[src/rtl/core/gcl_pkg.sv]
// gcl_pkg: shared types and codes for the glyph coverage lookup block.
// Request and result payload structs, table entry layout, register and
// format codes. No dependencies.
`timescale 1ns / 1ps

package gcl_pkg;

  // Request function codes
  localparam logic FUNC_LOAD   = 1'b0;
  localparam logic FUNC_LOOKUP = 1'b1;

  // Coverage table formats
  localparam logic [15:0] FMT_LIST  = 16'd1;
  localparam logic [15:0] FMT_RANGE = 16'd2;

  // Configuration register indexes
  localparam int CFG_ADDR_W = 1;
  localparam int CFG_DATA_W = 16;
  localparam logic [CFG_ADDR_W-1:0] REG_FORMAT = 1'b0;
  localparam logic [CFG_ADDR_W-1:0] REG_COUNT  = 1'b1;

  localparam int COUNT_W = 9;
  localparam int INDEX_W = 17;

  // One request item
  typedef struct packed {
    logic        func;
    logic [7:0]  entry_index;
    logic [15:0] glyph;
    logic [15:0] range_end;
    logic [15:0] range_base;
  } gcl_in_t;

  // One result item
  typedef struct packed {
    logic               covered;
    logic [INDEX_W-1:0] coverage_index;
  } gcl_out_t;

  // Stored table entry: start/glyph, range end, range base
  typedef struct packed {
    logic [15:0] start_g;
    logic [15:0] end_g;
    logic [15:0] base;
  } gcl_entry_t;

  // Match unit answer
  typedef struct packed {
    logic               hit;
    logic [INDEX_W-1:0] idx;
  } gcl_match_t;

endpackage

[src/rtl/core/gcl_match_unit.sv]
// gcl_match_unit: compares one table entry against the looked-up glyph.
// Shared by every step of a scan. Depends on gcl_pkg.
`timescale 1ns / 1ps

module gcl_match_unit #(
  parameter int POS_W = 8
) (
  input  logic                  fmt_range,
  input  gcl_pkg::gcl_entry_t   entry,
  input  logic [15:0]           glyph,
  input  logic [POS_W-1:0]      pos,
  output gcl_pkg::gcl_match_t   result
);

  logic [15:0] offset;

  // Offset from range start; only meaningful when glyph >= start
  assign offset = glyph - entry.start_g;

  always_comb begin
    if (fmt_range) begin
      result.hit = (glyph >= entry.start_g) && (glyph <= entry.end_g);
      result.idx = {1'b0, entry.base} + {1'b0, offset};
    end else begin
      result.hit = (glyph == entry.start_g);
      result.idx = gcl_pkg::INDEX_W'(pos);
    end
  end

endmodule

[config.mk]
export PLATFORM = sky130hd
export DESIGN_NAME = gcl_match_unit
export DESIGN_NICKNAME = d
export VERILOG_FILES = /design/src/rtl/core/gcl_pkg.sv /design/src/rtl/core/gcl_match_unit.sv
export SDC_FILE = /design/constraint.sdc
export NUM_CORES = 1
export LEC_CHECK = 0
export ABC_AREA = 1
export BUFFER_PORTS_ARGS = -buffer_cell sky130_fd_sc_hd__buf_2
export CORE_MARGIN = 3
export CORE_UTILIZATION = 40
export DETAILED_ROUTE_END_ITERATION = 12
export GPL_TIMING_DRIVEN = 0
export PLACE_DENSITY = 0.67
export SYNTH_ARGS = -nofsm -noshare
export SYNTH_HDL_FRONTEND = slang
export SYNTH_SLANG_ARGS = --single-unit
export TNS_END_PERCENT = 1
[constraint.sdc]
create_clock -name vclk -period 6.7
set_clock_uncertainty 0.15 [all_clocks]
set_input_delay 0 -clock vclk [all_inputs]
set_output_delay 0 -clock vclk [all_outputs]
set_load 0.005 [all_outputs]
; Word-level counts from Yosys, hierarchy flattened
; Index checks and enable logic that the tools add are counted.
[op_classes]
n_lt_le_gt_ge = 2
reduce_logical = 1
muxes = 1
add_sub_neg = 2
n_eq_ne = 1
[ops]
columns = cell, n
row1 = $mux 18, 1
row2 = $add 16x16->17, 1
row3 = $eq 16x16->1, 1
row4 = $ge 16x16->1, 1
row5 = $le 16x16->1, 1
row6 = $sub 16x16->16, 1
row7 = $logic_and 1x1->1, 1
[word_totals]
regBits = 0
word_cells = 7
input_bits = 73
output_inout_bits = 18

; Depth between registers and ports, before layout
[logic_depth]
ltp_word = 3
mapped_depth = 22
mapped_depth_nobuf = 22

; Least setup slack after synthesis
; Ideal clock, no wire load.
[synth_path]
path_kind = input to output
start = in glyph[0]
end = out result[16] (netlist bit)
required_ns = 6.550
setup_slack_ns = 4.290
arrival_ns = 2.260
path_stages = 19
path_buffers = 0
path_cell_list = inv_1 -> ha_1 -> fa_1 -> inv_1 -> nand2_1 -> nand2_1 -> nand2_1 -> o21bai_2 -> and2_4 -> nor2_1 -> nand2_1 -> nand2_1 -> ha_1 -> nand2_1 -> nor2_1 -> nand3_1 -> nand3_1 -> nand2_1 -> a21oi_1
[synth_lines]
columns = item, line_no
row1 = start: declaration, gcl_match_unit.sv:10  ; input logic [15:0] glyph,
row2 = end: declaration, gcl_match_unit.sv:12  ; output gcl_pkg::gcl_match_t result

==> results.md <==
* Setup violations, final at 0
* First-pass GRT wire length at 10,900 µm
* DRT antenna net count at 0
* Largest net degree at the start of global routing at 11
* Area Overhead vs Synth at 22.8%
* Worst-Margin Slew at 0.457 ns
* Vias/cell at 4.66
* Max-slew headroom at 0.695
* GR peak layer: met2
* Cell count after synthesis at 446
* Hold violation count in the final report at 0
* Cell Rows at 27
* DR pass1 iterations at 4
* Routed wire length per instance at 9.98 µm
* WHS at 0.110 ns
* Warnings from Yosys at 0
* Io pins at 91
* Pwr Density at 119 nW/µm²
* Met2 usage at 0.326
* WL final at 6080 µm
* Pleak at 0.00196 µW
* Setup Crit Path Kind: input pin to output port
* Die Ht at 83.4 µm
* Die area at 6960 µm²
* Clk_buf instances at 0
* Hold Path Class: input pin to output port
* GR Util All Layers at 0.175
* Final worst-path setup slack at 3.81 ns
* GPL Wtd Cong at 0.858
* Num sequential at 0
* RSZ-0062 raised after global routing: false
* Syn_area_per_cell at 5.38 µm²
* Quantity of gates resized following cts at 0
* HPWL after DPL at 5640 µm
* # hold bufs at CTS at 0
* Sequential-to-total area share from yosys stat at 0
* # diodes at 0
* CP Capture Type: output port
* Core Box Area at 5640 µm²
* Crit Path Max Fanout at 6
* Met1 GRT Util at 0.230
* Crit start category: input pin
* Multi-input logic area at 2070 µm²
* Via count at 2,835
* Setup TNS at 0 ns
* Layout Nets at 664
* DP Worst Slack at 3.79 ns
* Fmax at 346 MHz
* Max Cap Viol at 0
* Iteration-0 DRC Markers at 67
* Seq. cell area at 0 µm²
* Total power draw at 351 µW
* Met3 usage at 0.00794
* DRC viols at 0
* CP required at 6.55 ns
* Initial antenna violation count at 0
* Most common cell after layout, fill and taps aside: nand2_1
* Synth cell types at 30
* GR Overflow Total at 0
* Outcome: finished clean
* Commonest cells after routing, fill and taps aside: nand2_1, buf_2, inv_1
* Worst hold stages at 4
* Vias in the first global route at 2,743
* Post-synthesis cell area at 2400 µm²
* Setup Buffers After CTS at 0
* Worst VDD drop at 52.6 µV
* Fin crit share at 0.431
* FILL cells at 639
* Count of buffers from port buffering at 91
* Final Core Density at 0.522
* Die width at 83.4 µm
* Initial Util at 0.425
* Final min period at 2.89 ns
* Slew Viols, Final at 0
* Worst EP arrival at 2.74 ns
* Syn nets at 571
* Share of cells above drive strength 1 at 0.190
layer usage:
layer / vias to the layer above / routed length, µm / share of wire
met5: - / 0 / 0
met4: 0 / 37 / 0.0061
met3: 4 / 253 / 0.042
met2: 58 / 2880 / 0.47
met1: 1179 / 2910 / 0.48
li1: 1594 / - / -
cells in the mapped netlist:
| library cell | instances | area share |
|---|---|---|
| a211oi_1 | 2 | 0.0063 |
| a21o_1 | 5 | 0.016 |
| a21oi_1 | 32 | 0.067 |
| a21oi_4 | 1 | 0.0068 |
| a31oi_1 | 1 | 0.0026 |
| and2_4 | 1 | 0.0037 |
| and3_1 | 1 | 0.0026 |
| buf_2 | 1 | 0.0021 |
| clkbuf_1 | 1 | 0.0016 |
| fa_1 | 2 | 0.017 |
| ha_1 | 50 | 0.26 |
| inv_1 | 85 | 0.13 |
| nand2_1 | 151 | 0.24 |
| nand2_2 | 4 | 0.010 |
| nand3_1 | 24 | 0.050 |
| nand3b_1 | 2 | 0.0063 |
| nand4_1 | 2 | 0.0052 |
| nor2_1 | 45 | 0.070 |
| nor2_2 | 2 | 0.0052 |
| nor3_1 | 2 | 0.0042 |
| nor4_1 | 1 | 0.0026 |
| o21ai_0 | 11 | 0.023 |
| o21ai_1 | 1 | 0.0021 |
| o21ai_2 | 1 | 0.0037 |
| o21bai_1 | 4 | 0.013 |
| o21bai_2 | 1 | 0.0047 |
| or2_0 | 1 | 0.0026 |
| or2_1 | 2 | 0.0052 |
| xnor2_1 | 3 | 0.011 |
| xor2_1 | 7 | 0.026 |
where the power goes:
part | switching (µW) | internal, µW | total, µW | leakage (µW)
Clock | 0 | 0 | 0 | 0
Sequential | 0 | 0 | 0 | 0
Combinational | 206 | 145 | 351 | 0.00196
critical path: stages:
cell and delay, ns:
buf_2 0.07, inv_1 0.05, ha_1 0.22, fa_1 0.42
inv_1 0.07, nand2_1 0.04, nand2_1 0.07, nand2_1 0.09
o21bai_2 0.19, and2_4 0.18, nor2_1 0.04, nand2_1 0.05
nand2_1 0.06, ha_1 0.37, nand2_1 0.09, nor2_1 0.15
nand3_1 0.09, nand3_1 0.15, nand2_1 0.07, a21oi_1 0.13
buf_2 0.13
metrics by stage:
stage                     cell area (µm²)  std cells
after floorplan                      2400        446
after global placement               2940        609
after detailed placement             2940        609
after CTS                            2940        609
final                                2940        609
after global routing                 2940        609
cells by family (layout without fill, tap and decap cells):
family | after synthesis | after routing | share of synthesized area
buf+inv | 87 | 178 | 0.137
simple gates | 238 | 238 | 0.405
compound gates | 59 | 59 | 0.144
xor+xnor | 10 | 10 | 0.0365
fa+ha+maj | 52 | 52 | 0.278
final cells by class:
cell class,count,area share
plain buffers,2,0.00298
well taps,72,0.0306
multi-input cells,359,0.703
inverters,85,0.108
repair buffers,91,0.155
final timing paths:
kind	slack [ns]	startpoint	end
worst max-delay path	3.81	glyph[0]	result[16]
worst min-delay path	0.11	pos[0]	result[0]
(Power assumes the default switching activity.)
